File: src/hw/rtl/vdib_pkg.sv
// ----------------------------------------------------------------------------
// vdib_pkg - shared types for the vertex dedup index builder
// Vertex word, chain token, controller states and lookup status codes.
// ----------------------------------------------------------------------------
package vdib_pkg;

    localparam int VERTEX_W = 384;   // twelve 32-bit words

    typedef logic [VERTEX_W-1:0] vertex_t;

    // search token handed from cell to cell
    typedef struct packed {
        logic valid;
        logic found;
    } token_t;

    typedef enum logic [1:0] {
        ST_IDLE,
        ST_SEARCH,
        ST_DONE
    } state_t;

    localparam logic [1:0] STATUS_FOUND = 2'd0;
    localparam logic [1:0] STATUS_ADDED = 2'd1;
    localparam logic [1:0] STATUS_FULL  = 2'd2;

endpackage

File: src/hw/rtl/vdib_cell.sv
// ----------------------------------------------------------------------------
// vdib_cell - one table entry of the dedup chain
// Holds one unique vertex, compares it with the broadcast query as the token
// passes, and stores the query when it is the next free entry.
// ----------------------------------------------------------------------------
module vdib_cell
    import vdib_pkg::*;
#(
    parameter int CELL_IDX = 0,
    parameter int IDXW     = 8,
    parameter int CNTW     = 9
)
(
    input  logic            clk,
    input  logic            rst_n,
    input  vertex_t         query,
    input  logic [CNTW-1:0] count,
    input  token_t          tok_in,
    input  logic [IDXW-1:0] idx_in,
    output token_t          tok_out,
    output logic [IDXW-1:0] idx_out
);

    localparam logic [CNTW-1:0] MY_CNT = CNTW'(CELL_IDX);
    localparam logic [IDXW-1:0] MY_IDX = IDXW'(CELL_IDX);

    vertex_t         entry_reg;
    token_t          tok_reg;
    token_t          tok_next;
    logic [IDXW-1:0] idx_reg;
    logic [IDXW-1:0] idx_next;
    logic            hit;
    logic            store;

    // entries at or above count were never written for this mesh
    assign hit   = tok_in.valid && !tok_in.found && (MY_CNT < count) && (entry_reg == query);
    assign store = tok_in.valid && !tok_in.found && (count == MY_CNT);

    always_comb
    begin
        tok_next.valid = tok_in.valid;
        tok_next.found = tok_in.found || hit;
        idx_next       = hit ? MY_IDX : idx_in;
    end

    always_ff @(posedge clk)
    begin
        if (store)
        begin
            entry_reg <= query;
        end
    end

    always_ff @(posedge clk or negedge rst_n)
    begin
        if (!rst_n)
        begin
            tok_reg <= '0;
        end
        else
        begin
            tok_reg <= tok_next;
        end
    end

    always_ff @(posedge clk)
    begin
        idx_reg <= idx_next;
    end

    assign tok_out = tok_reg;
    assign idx_out = idx_reg;

endmodule

File: config.mk
export PLATFORM = sky130hd
export DESIGN_NAME = vdib_cell
export DESIGN_NICKNAME = d
export VERILOG_FILES = /design/src/hw/rtl/vdib_pkg.sv /design/src/hw/rtl/vdib_cell.sv
export SDC_FILE = /design/constraint.sdc
export NUM_CORES = 1
export LEC_CHECK = 0
export ABC_AREA = 1
export BUFFER_PORTS_ARGS = -buffer_cell sky130_fd_sc_hd__buf_2
export CORE_ASPECT_RATIO = 1.5
export CORE_MARGIN = 2
export CORE_UTILIZATION = 50
export CTS_CLUSTER_DIAMETER = 120
export DETAILED_ROUTE_END_ITERATION = 8
export PLACE_DENSITY = 0.77
export SLEW_MARGIN = 40
export SYNTH_ARGS = -nofsm -noshare
export SYNTH_HDL_FRONTEND = slang
export SYNTH_SLANG_ARGS = --single-unit
File: constraint.sdc
create_clock -name clk -period 1.4 [get_ports clk]
set_input_delay 0.14 -clock clk [delete_from_list [all_inputs] [get_ports clk]]
set_output_delay 0.14 -clock clk [all_outputs]
set_load 0.05 [all_outputs]
==> impl_metrics.tcl <==
set metrics [dict create \
    num-fill-cells 2126 \
    grt_pass1_vias 19520 \
    grt.total_usage_pct 31.60 \
    crit_path_cell_trace "nand2_1, o21ai_0, inv_1, nand2_1, nor2_1, nand2_1, nor2_1, nand2_2, nor2_4, nand3_4, nor2_4, buf_12, nor2_1" \
    slew_viol_final 0 \
    cts_tree "done" \
    clk_pin_slew_ns 0.07 \
    cts-buffers-inserted 39 \
    cts_root_buffer "clkbuf_16" \
    start_util_pct 50.40 \
    crit_path_start_kind "register" \
    synth_cells 2093 \
    cp.required_ns 1.85 \
    timing.slew.headroom_pct 72.10 \
    dieArea_mm2 0.03924 \
    worst_slew_pin_slew_ns 0.4185 \
    cts.sinks 394 \
    status "finished with violations" \
    htreeDepth 2 \
    portBuffers 414 \
    cap_violations 0 \
    ys_seq_elements 394 \
    p_leak_uw 0.01330 \
    setup_tns_ns -5.330 \
    reg2reg_to "idx_out[0]" \
    ant_nets 0 \
    vias_per_cell 5.007 \
    die_h_um 241.6 \
    worstHoldEndpoint "entry_reg[379]" \
    failed_checks "setup timing" \
    yosysSeqAreaShare_pct 62.39 \
    clk_latency_ns 0.55 \
    holdPathStages 5 \
    vdd_drop_max_uv 1108 \
    grt_pass1_wl_um 97030 \
    crit_type "reg -> reg" \
    drc 0 \
    synth_cell_types 17 \
    power_density_mw_per_mm2 948.1 \
    wl_um 63910 \
    hold_path_class "in -> reg" \
    finalHoldViolCount 0 \
    pre_cts_slack_ns -0.7632 \
    synth_area_mm2 0.01882 \
    fin_ws_ns -0.6148 \
    crit_buf_inv 2 \
    largest_reg_flops 384 \
    critPathMaxFanout 8 \
    final_area_mm2 0.02806 \
    cp_slowest_cell "edfxtp_1" \
    syn_avg_cell_area_um2 8.991 \
    final_cells 3626 \
    cp-end-kind "register" \
    fin_crit_ns 2.015 \
    dpl_cell_area_mm2 0.02252 \
    setup_viol 9 \
    grt_antenna_before_repair 49 \
    hold_start "count[4]" \
    clockBufferDepth 3 \
    routedWlPerCell_um 17.62 \
    r2r_setup_slack_ns -0.61 \
    rr_worst_depth 13 \
    syn_nets 2498 \
    yosysWarnings 0 \
    syn_to_final_growth_pct 49.10 \
    ios 415 \
    max_freq_ghz 0.4963 \
    placementRows 87 \
    via_count 18160 \
    drive_above_1_share_pct 20.99 \
    r2r-start "entry_reg[319]" \
    first_pass_iters 6 \
    max_stage_delay_ns 0.42 \
    crit_family "simple AND/OR/NAND/NOR gates" \
    worstPathArrival_ns 2.47 \
    gp_congestion 0.8501 \
    dieWidth_um 162.4 \
    cp-startpoint "entry_reg[319]" \
    fp.coreArea_mm2 0.03734 \
    drt_iter0_markers 1509 \
    dp_hpwl_um 35410 \
    rsz0062_at_grt "true" \
    fin_skew_ns 0.02904 \
    min_period_over_period_pct 143.9 \
    finalNetCount 3465 \
    grt_max_degree 36 \
    dp.cells 3112 \
    grt.overflow.total 0 \
]
[worst max-delay path by stage]
stage                     slack, ns  depth (start not counted)            to
after global placement        -0.72                         11    idx_out[1]
after CTS                     -0.51                         12    idx_out[5]
final                         -0.61                         13    idx_out[0]
after global routing          -0.68                         13    idx_out[4]
after detailed placement      -0.76                         11    idx_out[2]
after floorplan               -8.51                          3  entry_reg[0]
[layer usage]
metal	part of all wire [%]	global-route usage [%]	vias to the layer above	routed length, um
met2	52	57.01	1010	32950
met3	7.4	6.415	377	4701
met1	32	31.43	8378	20720
met4	8.6	23.87	8	5477
li1	-	-	8384	-
met5	0.086	0	-	55
[report_power, final]
part / internal, uW / leakage (uW) / switching, uW
registers: 12900 / 0.00354 / 8.47
logic: 1640 / 0.00915 / 1330
clock network: 6010 / 0.000606 / 4670
[placed cells by master, fill, tap and decap left out, drive strengths merged]
| master | synthesis | routed |
|---|---|---|
| diode | 0 | 50 |
| o21ai | 57 | 57 |
| nand3b | 1 | 1 |
| edfxtp | 384 | 384 |
| buf | 0 | 530 |
| xor2 | 24 | 24 |
| nor2 | 334 | 334 |
| xnor2 | 79 | 79 |
| dfrtp | 2 | 2 |
| o22ai | 6 | 6 |
| inv | 474 | 475 |
| dlygate4sd3 | 0 | 396 |
| dfxtp | 8 | 8 |
| clkbuf | 0 | 57 |
| clkinv | 0 | 7 |
| clkinvlp | 0 | 1 |
| bufinv | 0 | 2 |
| nor3 | 1 | 1 |
| or2 | 6 | 6 |
| nand3 | 18 | 18 |
| nand2 | 680 | 680 |
| nand4 | 19 | 19 |
[cells by family (layout without fill, tap and decap cells)]
| family | count (synthesis) | after routing | synth area share [%] |
|---|---|---|---|
| flip-flops | 394 | 394 | 62.39 |
| AO/OA/AOI/OAI | 63 | 63 | 1.715 |
| XOR/XNOR | 103 | 103 | 4.794 |
| other | 0 | 50 | 0 |
| AND/OR/NAND/NOR | 1059 | 1059 | 21.64 |
| buffers and inverters | 474 | 1468 | 9.455 |
[final cells by class]
class	count	area [um^2]	share of cell area (%)
sequential	394	11740	41.85
multi-input combinational	1225	5522	19.68
clock inverter	11	110.1	0.3924
clock buffer	57	1136	4.049
antenna	50	125.1	0.4460
tap	489	611.8	2.181
inverter	474	1779	6.341
timing repair buffer	926	7032	25.06
[worst reg2reg max path, delay by kind of cell, from the launching register on]
kind / cells / cell delay, ns
AND/OR/NAND/NOR: 10 / 1.16
AO/OA/AOI/OAI: 1 / 0.12
buffers and inverters: 2 / 0.22
flip-flops: 1 / 0.42
[Yosys cell counts]
master    number  area, um^2
nand2_1      680        2552
o22ai_1        6       37.54
nor2_1       333        1250
nand4_1       19       118.9
o21ai_1        3       15.01
nand3_1       18       90.09
dfxtp_1        8       160.2
inv_1        474        1779
o21ai_0       54       270.3
edfxtp_1     384       11530
xnor2_1       79       691.9
dfrtp_1        2       50.05
nor3_1         1       5.000
or2_2          6       37.54
xor2_1        24       210.2
nand3b_1       1       7.510
nor2_4         1       11.26
[stage by stage]
stage	power (uW)	util (%)	hold WS, ns
4_1_cts	26220	74.47	0.2424
5_1_grt	27290	75.11	0.2661
2_1_floorplan	13930	-	-0.1556
3_3_place_gp	15000	60.33	-0.04919
3_5_place_dp	15080	60.33	-0.04905
6_report	26600	75.14	0.2693
[timing repair]
action                                  4_1_cts  5_1_grt
hold endpoints to repair                    396        0
buffers inserted                              1        0
pin swaps                                    25       34
hold buffers                                396        0
gates resized for setup                      17       45
endpoints found under the setup margin        9        9
(Power assumes the default switching activity.)
